[src/rtl/pfd_pkg.sv]
// Shared types and constants of the PCM frame format and downmix block.
package pfd_pkg;
	localparam int unsigned WordW = 32;
	localparam int unsigned SampW = 16;
	localparam logic [0:0] RegInputIsFloat = 1'd0;
	localparam logic [0:0] RegMonoOutput   = 1'd1;
	localparam logic signed [15:0] S16Max = 16'sd32767;
	localparam logic signed [15:0] S16Min = -16'sd32768;
	localparam logic [14:0] Scale = 15'd32767;

	// Per-channel conversion result after the first stage.
	typedef struct packed {
		logic        zero;
		logic        sat;
		logic        neg;
		logic [7:0]  expo;
		logic [23:0] mant;
	} fdec_t;
endpackage

[src/rtl/pfd_conv.sv]
// One channel of sample conversion: float decode, scale, round, truncate, or integer pass-through.
module pfd_conv (
	input  logic        clk,
	input  logic        en,
	input  logic        is_float,
	input  logic [31:0] word,
	output logic signed [15:0] sample
);
	pfd_pkg::fdec_t d_s1;
	logic        isf_s1;
	logic [15:0] raw_s1;
	logic [38:0] prod_s2;
	logic        isf_s2;
	logic        zero_s2;
	logic        sat_s2;
	logic        neg_s2;
	logic [7:0]  expo_s2;
	logic [15:0] raw_s2;
	logic [5:0]  lz;
	logic [38:0] norm;
	logic [24:0] keep;
	logic        rbit;
	logic        sticky;
	logic [24:0] rnd;
	logic [8:0]  e2;
	logic [7:0]  sh;
	logic [15:0] mag;
	logic signed [15:0] conv;

	always_ff @(posedge clk) begin
		if (en) begin
			d_s1.neg  <= word[31];
			d_s1.expo <= word[30:23];
			d_s1.mant <= {1'b1, word[22:0]};
			d_s1.zero <= (word[30:23] == 8'd0) || (word[30:23] == 8'hFF && word[22:0] != 23'd0);
			d_s1.sat  <= word[30:23] >= 8'd127;
			isf_s1    <= is_float;
			raw_s1    <= word[15:0];
		end
	end

	always_ff @(posedge clk) begin
		if (en) begin
			prod_s2 <= d_s1.mant * pfd_pkg::Scale;
			isf_s2  <= isf_s1;
			zero_s2 <= d_s1.zero;
			sat_s2  <= d_s1.sat;
			neg_s2  <= d_s1.neg;
			expo_s2 <= d_s1.expo;
			raw_s2  <= raw_s1;
		end
	end

	// Product of two normalized mantissas has its top one at bit 38 or 37.
	always_comb begin
		lz     = prod_s2[38] ? 6'd0 : 6'd1;
		norm   = prod_s2 << lz;
		keep   = {1'b0, norm[38:15]};
		rbit   = norm[14];
		sticky = |norm[13:0];
		rnd    = keep + {24'd0, rbit & (sticky | keep[0])};
		// Value = rnd * 2^(e2 - 150); a rounding carry stays inside rnd.
		e2     = {1'b0, expo_s2} + 9'd15 - {3'd0, lz};
		sh     = 8'(9'd150 - e2);
		mag = (sh >= 8'd25) ? 16'd0 : 16'(rnd >> sh);
		if (!isf_s2) begin
			conv = $signed(raw_s2);
		end else if (zero_s2) begin
			conv = '0;
		end else if (sat_s2) begin
			conv = neg_s2 ? pfd_pkg::S16Min : pfd_pkg::S16Max;
		end else begin
			conv = neg_s2 ? -$signed(mag) : $signed(mag);
		end
	end

	always_ff @(posedge clk) begin
		if (en) begin
			sample <= conv;
		end
	end
endmodule

[src/rtl/pcm_frame_format_downmix_top.sv]
// Top level of the PCM frame format converter with mono downmix.
// channel     | dir | content
// s_axis      | in  | tdata {right_word, left_word}, tuser end_of_period
// m_axis      | out | tdata {right_sample, left_sample}, tuser last_frame
// cfg         | in  | cfg_we, cfg_idx, cfg_data
// Four register stages; one frame per cycle while the output is not stalled.
// The pipeline advances whenever the output register is empty or taken.
// Reset clears the valid bits and sets integer input and mono; a stall freezes every stage.
module pcm_frame_format_downmix_top (
	input  logic        clk,
	input  logic        arst_n,
	input  logic        s_axis_tvalid,
	output logic        s_axis_tready,
	input  logic [63:0] s_axis_tdata,   // left_word[31:0], right_word[63:32]
	input  logic        s_axis_tuser,   // end_of_period
	output logic        m_axis_tvalid,
	input  logic        m_axis_tready,
	output logic [31:0] m_axis_tdata,   // left_sample[15:0], right_sample[31:16]
	output logic        m_axis_tuser,   // last_frame
	input  logic        cfg_we,
	input  logic        cfg_idx,
	input  logic        cfg_data
);
	logic isf_q, mono_q, en;
	logic [2:0] v_q;
	logic [2:0] eop_q;
	logic [2:0] mono_p_q;
	logic signed [15:0] l_c, r_c;
	logic signed [16:0] sum;
	logic signed [15:0] avg;

	assign en = !m_axis_tvalid || m_axis_tready;
	assign s_axis_tready = en;

	always_ff @(posedge clk or negedge arst_n) begin
		if (!arst_n) begin
			isf_q  <= 1'b0;
			mono_q <= 1'b1;
		end else if (cfg_we) begin
			if (cfg_idx == pfd_pkg::RegInputIsFloat) isf_q <= cfg_data;
			if (cfg_idx == pfd_pkg::RegMonoOutput) mono_q <= cfg_data;
		end
	end

	pfd_conv u_l (.clk, .en, .is_float(isf_q), .word(s_axis_tdata[31:0]), .sample(l_c));
	pfd_conv u_r (.clk, .en, .is_float(isf_q), .word(s_axis_tdata[63:32]), .sample(r_c));

	always_ff @(posedge clk or negedge arst_n) begin
		if (!arst_n) begin
			v_q <= '0;
			m_axis_tvalid <= 1'b0;
		end else if (en) begin
			v_q <= {v_q[1:0], s_axis_tvalid};
			m_axis_tvalid <= v_q[2];
		end
	end

	always_ff @(posedge clk) begin
		if (en) begin
			eop_q    <= {eop_q[1:0], s_axis_tuser};
			mono_p_q <= {mono_p_q[1:0], mono_q};
		end
	end

	// Halving toward zero: add one to a negative sum before the shift.
	always_comb begin
		sum = 17'(l_c) + 17'(r_c);
		avg = 16'((sum + 17'(sum[16])) >>> 1);
	end

	always_ff @(posedge clk) begin
		if (en) begin
			m_axis_tuser <= eop_q[2];
			m_axis_tdata <= mono_p_q[2] ? {avg, avg} : {r_c, l_c};
		end
	end
endmodule

[config.mk]
export PLATFORM = sky130hd
export DESIGN_NAME = pcm_frame_format_downmix_top
export DESIGN_NICKNAME = d
export VERILOG_FILES = /design/src/rtl/pfd_pkg.sv /design/src/rtl/pfd_conv.sv /design/src/rtl/pcm_frame_format_downmix_top.sv
export SDC_FILE = /design/constraint.sdc
export NUM_CORES = 1
export LEC_CHECK = 0
export BUFFER_PORTS_ARGS = -buffer_cell sky130_fd_sc_hd__buf_2
export CAP_MARGIN = 20
export CORE_MARGIN = 5
export CORE_UTILIZATION = 55
export DETAILED_ROUTE_END_ITERATION = 10
export PLACE_DENSITY_LB_ADDON = 0.3
export SYNTH_ARGS = -nofsm -noshare
export SYNTH_HDL_FRONTEND = slang
export SYNTH_SLANG_ARGS = --single-unit
[constraint.sdc]
create_clock -name clk -period 9.5 [get_ports clk]
set_clock_uncertainty 0.15 [all_clocks]
set_input_delay 0.95 -clock clk [delete_from_list [all_inputs] [get_ports clk]]
set_output_delay 0.95 -clock clk [all_outputs]
set_load 0.1 [all_outputs]
==> flow_summary.json, run 1 <==
{
  "synthArstFlopShare": 0.0217,
  "clk_latency_ns": 0.55,
  "coreArea_um2": 55300,
  "cts_buffer_depth": 3,
  "path_cells": "inv_1 -> fa_1 -> inv_1 -> fa_1 -> inv_1 -> fa_1 -> inv_1 -> fa_1 -> fa_1 -> fa_1 -> ha_1 -> a41oi_1 -> o21ai_0 -> a211oi_1 -> o21ai_0 -> and2_1 -> a41oi_1 -> o21ai_0 -> o211ai_1 -> o211ai_1 -> o41ai_1 -> xnor2_1",
  "cts_resized": 0,
  "drive_gt1_frac": 0.0932,
  "max_slew.worst_pin.slew_ns": 1.04,
  "root_buffer": "clkbuf_16",
  "tns_ns": 0,
  "path_common_cell": "fa_1",
  "ys_warn_count": 0,
  "grt_max_degree": 184,
  "cts_tree": "done",
  "fin_area_um2": 33200,
  "routed_wl_um": 86000,
  "drtPass1Iterations": 6,
  "detail_route.wl_per_cell_um": 22.3,
  "syn_area_per_cell_um2": 10.2,
  "hp-class": "in2async",
  "ys_seq_elements": 277,
  "vias": 23748,
  "finish.utilization": 0.599,
  "syn_inst": 3019,
  "clkTransAtPathRegs_ns": 0.06,
  "cts_num_sinks": 277,
  "nets": 3700,
  "ant_nets": 0,
  "drc": 0,
  "setup_viol": 0,
  "antenna_found_initial": 7,
  "numPortBuffers": 106,
  "slew_headroom": 0.305,
  "postPlaceCellArea_um2": 32000,
  "hpwlAfterDp_um": 70400,
  "synth-edff-count": 271,
  "cp-start-kind": "flip-flop",
  "fmax_mhz": 129,
  "rows": 86,
  "maxCapViolCount": 0,
  "synth_cell_types": 108,
  "drtIter0Drc": 2148,
  "netlist_area_um2": 30800,
  "fin_crit_ns": 7.78,
  "hold_violations": 0,
  "grt_overflow": 0,
  "die_area_um2": 60800,
  "hold_buffers": 0,
  "post_cts_buffers": 0,
  "rsz0062_at_grt": "false",
  "track_usage": 0.286,
  "area_delta_synth_final_pct": 7.63,
  "cp_top_family": "adder cells",
  "die_w_um": 247,
  "status": "completed",
  "die_h_um": 247,
  "cpPeakStageDelay_ns": 0.71,
  "mostFrequentLayoutCells": "438 x inv_1, 342 x fa_1, 271 x edfxtp_1",
  "cp.required_ns": 9.63,
  "rrSetupSlack_ns": 1.72,
  "cts_buffers": 34,
  "gp_congestion": 0.970,
  "path_class": "reg2reg",
  "critical_path.slowest_cell": "a211oi_1",
  "crit_arrival_ns": 7.91,
  "start_util": 0.557,
  "crit_fanout": 4,
  "ys_seq_area_frac": 0.269,
  "grt_pass1_wl_um": 136000,
  "synth_flop_cell": "edfxtp_1",
  "final_common_cell": "inv_1",
  "fin_crit_sh": 0.819,
  "avgViaCountPerCell": 6.17,
  "syn-num-nets": 3640,
  "ioPinCount": 107,
  "final_max_slew_viol_count": 0,
  "cts_htree_levels": 2,
  "grt_pass1_vias": 23817,
  "path_buf_inv": 4,
  "setup.worst_path.end_class": "flip-flop"
}
-- final timing paths --
kind                                         to           from  depth (start not counted)
worst max-delay path            u_l.prod_s2[38]  u_l.raw_s1[6]                         22
worst min-delay path                     v_q[2]         arst_n                          1
worst max register to register  u_l.prod_s2[38]  u_l.raw_s1[6]                         22
worst min register to register   u_r.expo_s2[4]   u_r.d_s1[28]                          0
max in group asynchronous                mono_q         arst_n                          1
min in group clk                 u_r.expo_s2[4]   u_r.d_s1[28]                          0
-- state kept, by name, indices dropped and copies added (netlist names), 3 cells and up --
register,cells
u_l.sample,16
u_l.raw_s2,16
u_l.d_s1,19
u_r.d_s1,19
u_l.expo_s2,8
u_r.prod_s2,38
u_r.raw_s1,15
eop_q,3
m_axis_tdata,32
u_l.raw_s1,15
u_l.prod_s2,38
u_r.sample,16
u_r.raw_s2,16
u_r.expo_s2,8
mono_p_q,3
v_q,3
-- metal layers --
layer	wire length, µm	vias up	GRT usage
met5	52	-	0
met4	2020	8	0.0638
met1	38100	11758	0.417
met2	38100	967	0.435
li1	-	10877	-
met3	7660	138	0.0737
-- kinds of logic (layout without fill, tap and decap cells) --
group,count (synthesis),after routing,synth area share
XOR/XNOR,123,123,0.0350
flip-flops,277,277,0.269
buffers and inverters,545,628,0.0684
other,0,1,0
AND/OR/NAND/NOR,774,774,0.130
adder cells (fa/ha/maj),549,549,0.306
AO/OA/AOI/OAI,647,647,0.152
multiplexers,104,104,0.0384
-- Yosys cell counts, drive strengths merged, types with 53 or more instances --
library cell  number  share of area
nand3             65          0.011
clkbuf            76         0.0094
xnor2             92          0.026
inv              438          0.053
ha               207          0.084
nand2            183          0.022
nor2             169          0.021
o21ai            101          0.016
edfxtp           271           0.26
nor3              53         0.0096
fa               342           0.22
a21oi            117          0.019
nand4             59          0.012
mux2i             63          0.020
-- layout make-up --
type | instances | area [µm²]
Antenna cell | 1 | 2.50
Clock buffer | 39 | 891
Clock inverter | 20 | 253
Fill cell | 4739 | 22200
Inverter | 442 | 1660
Multi-Input combinational cell | 2197 | 20400
Sequential cell | 277 | 8290
Tap cell | 748 | 936
Timing Repair Buffer | 127 | 701
-- per-stage QoR --
| stage | hold slack (ns) | setup slack (ns) | std cells |
|---|---|---|---|
| global route | 0.128 | 1.15 | 3850 |
| global placement | 0.253 | 2.00 | 3791 |
| detailed placement | 0.255 | 1.76 | 3791 |
| finish | 0.156 | 1.72 | 3851 |
| floorplan | 0.250 | 2.63 | 3019 |
| CTS | 0.116 | 1.73 | 3850 |
Power of run 1 is left out: the tool's default activity adds up to more than one toggle a clock period on the data nets, which glitch-free logic cannot reach.
==> run 2, diff against run 1 <==
==> constraint.sdc (replaced) <==
create_clock -name clk -period 6.95 [get_ports clk]
set_clock_uncertainty 0.15 [all_clocks]
set_input_delay 0.695 -clock clk [delete_from_list [all_inputs] [get_ports clk]]
set_output_delay 0.695 -clock clk [all_outputs]
set_load 0.1 [all_outputs]
==> run 2 against run 1 <==
Compared with the run above:
- critical path depth increased by 1
- sequential cell count unchanged
- the run now ends with setup timing left
- via count increased by 4.3%
- largest cell class unchanged
- non-clock buffer count increased by 199
- worst setup slack got worse by 1.8 ns
- cell area increased by 5.5%
- utilization increased by 3.3 points
- critical path type unchanged
- count of clock-buffer cells in the layout unchanged
- global-route usage increased by 0.16 points
==> flow_summary.json, run 2 (same netlist as run 1, synthesis figures left out) <==
{
  "grt_pass1_vias": 24597,
  "hp-class": "in2reg",
  "cts_buffers": 34,
  "clk_latency_ns": 0.55,
  "grt_overflow": 0,
  "grt_max_degree": 189,
  "coreArea_um2": 55300,
  "hold_violations": 0,
  "root_buffer": "clkbuf_16",
  "max_slew.worst_pin.slew_ns": 1.21,
  "wl_met3_um": 6890,
  "numPortBuffers": 106,
  "routed.top_layer": "met5",
  "drc": 0,
  "cts_buffer_depth": 3,
  "final_max_slew_viol_count": 0,
  "avgViaCountPerCell": 6.12,
  "drive_gt1_frac": 0.164,
  "routed_wl_um": 87300,
  "area_delta_synth_final_pct": 13.6,
  "die_area_um2": 60800,
  "drt-met1-wl_um": 37200,
  "status": "finished with violations",
  "start_util": 0.557,
  "fin_crit_ns": 7.01,
  "setup.worst_path.end_class": "flip-flop",
  "fmax_mhz": 143,
  "hpwlAfterDp_um": 71300,
  "crit_fanout": 4,
  "cp-start-kind": "flip-flop",
  "antenna_found_initial": 7,
  "diodes": 0,
  "rsz0062_at_grt": "true",
  "detail_route.wl_per_cell_um": 21.5,
  "mostFrequentLayoutCells": "430 x inv_1, 332 x fa_1, 271 x edfxtp_1",
  "die_w_um": 247,
  "drtIter0Drc": 2329,
  "reg_top3": "u_l.prod_s2 x38, u_r.prod_s2 x38, m_axis_tdata x32",
  "clkTransAtPathRegs_ns": 0.07,
  "rows": 86,
  "cp.required_ns": 7.11,
  "track_usage": 0.288,
  "cts_tree": "done",
  "dr_wl_met2_um": 40500,
  "fin_crit_sh": 1.01,
  "fillCellCount": 4559,
  "crit_arrival_ns": 7.17,
  "vias": 24780,
  "drtPass1Iterations": 6,
  "path_class": "reg2reg",
  "final_common_cell": "inv_1",
  "gp_congestion": 0.995,
  "finalWorstSetupSlack_ns": -0.0594,
  "ant_nets": 0,
  "slew_headroom": 0.196,
  "die_h_um": 247,
  "maxCapViolCount": 0,
  "ioPinCount": 107,
  "tns_ns": -0.0594,
  "cts_htree_levels": 2,
  "nets": 3899,
  "cts_num_sinks": 277,
  "grt_pass1_wl_um": 138000,
  "failed_checks": "setup timing",
  "setup_viol": 1
}
[run 2: per-stage QoR]
step                hold slack (ns)   util  setup WS, ns  std cells  area, µm²
finish                        0.174  0.633       -0.0594       4051      35000
global route                  0.158  0.633        -0.274       4051      35000
CTS                           0.143  0.624       -0.0253       4022      34500
detailed placement            0.255  0.601        -0.279       3957      33300
global placement              0.251  0.601        -0.210       3957      33300
floorplan                     0.249      -        0.0822       3019      30800
[run 2: critical path, cell delays in order, from the launching register on]
cell       delay, ns
edfxtp_1        0.48
buf_4           0.19
fa_2            0.57
buf_4           0.12
fa_1            0.46
fa_1            0.52
inv_1           0.05
fa_1            0.46
fa_1            0.55
inv_1           0.05
fa_1            0.56
ha_4            0.23
a21o_1          0.16
a31o_2          0.24
a41o_1          0.26
a2111oi_2       0.37
buf_4           0.18
nor3_4          0.05
o31a_1          0.30
o21a_1          0.23
nor2_2          0.14
o311a_1         0.19
mux2i_1         0.19
nand2_1         0.06
[run 2: area by class of cell]
type / count / area (µm²) / area share
multi-input combinational: 2197 / 20700 / 0.591
inverter: 442 / 1660 / 0.0474
clock buffer: 39 / 933 / 0.0267
tap: 748 / 936 / 0.0268
clock inverter: 22 / 285 / 0.00815
sequential: 277 / 8290 / 0.237
timing repair buffer: 326 / 2200 / 0.0628
[run 2: metal layers]
metal	vias up	global-route usage
met3	188	0.0527
met2	1043	0.462
met4	6	0.0781
met5	-	0
met1	12231	0.405
li1	11312	-
[run 2: final timing paths]
kind	start	end	slack (ns)	cells past startpoint
worst max-delay path	u_r.raw_s1[9]	u_r.prod_s2[37]	-0.06	23
worst min-delay path	s_axis_tdata[63]	u_r.d_s1[32]	0.17	1
worst max register to register	u_r.raw_s1[9]	u_r.prod_s2[37]	-0.06	23
worst min register to register	u_l.d_s1[25]	u_l.expo_s2[1]	0.26	0
max in group asynchronous	arst_n	mono_q	5.92	2
min in group asynchronous	arst_n	m_axis_tvalid	0.43	2
[run 2: repair_timing]
item | in CTS | in global routing
pin swaps | 6 | 60
hold buffers | 1 | 0
endpoints found under the setup margin | 8 | 20
resized for setup | 9 | 59
buffers inserted | 3 | 29
hold endpoints to repair | 5 | 0
Power of run 2 is left out for the same reason.
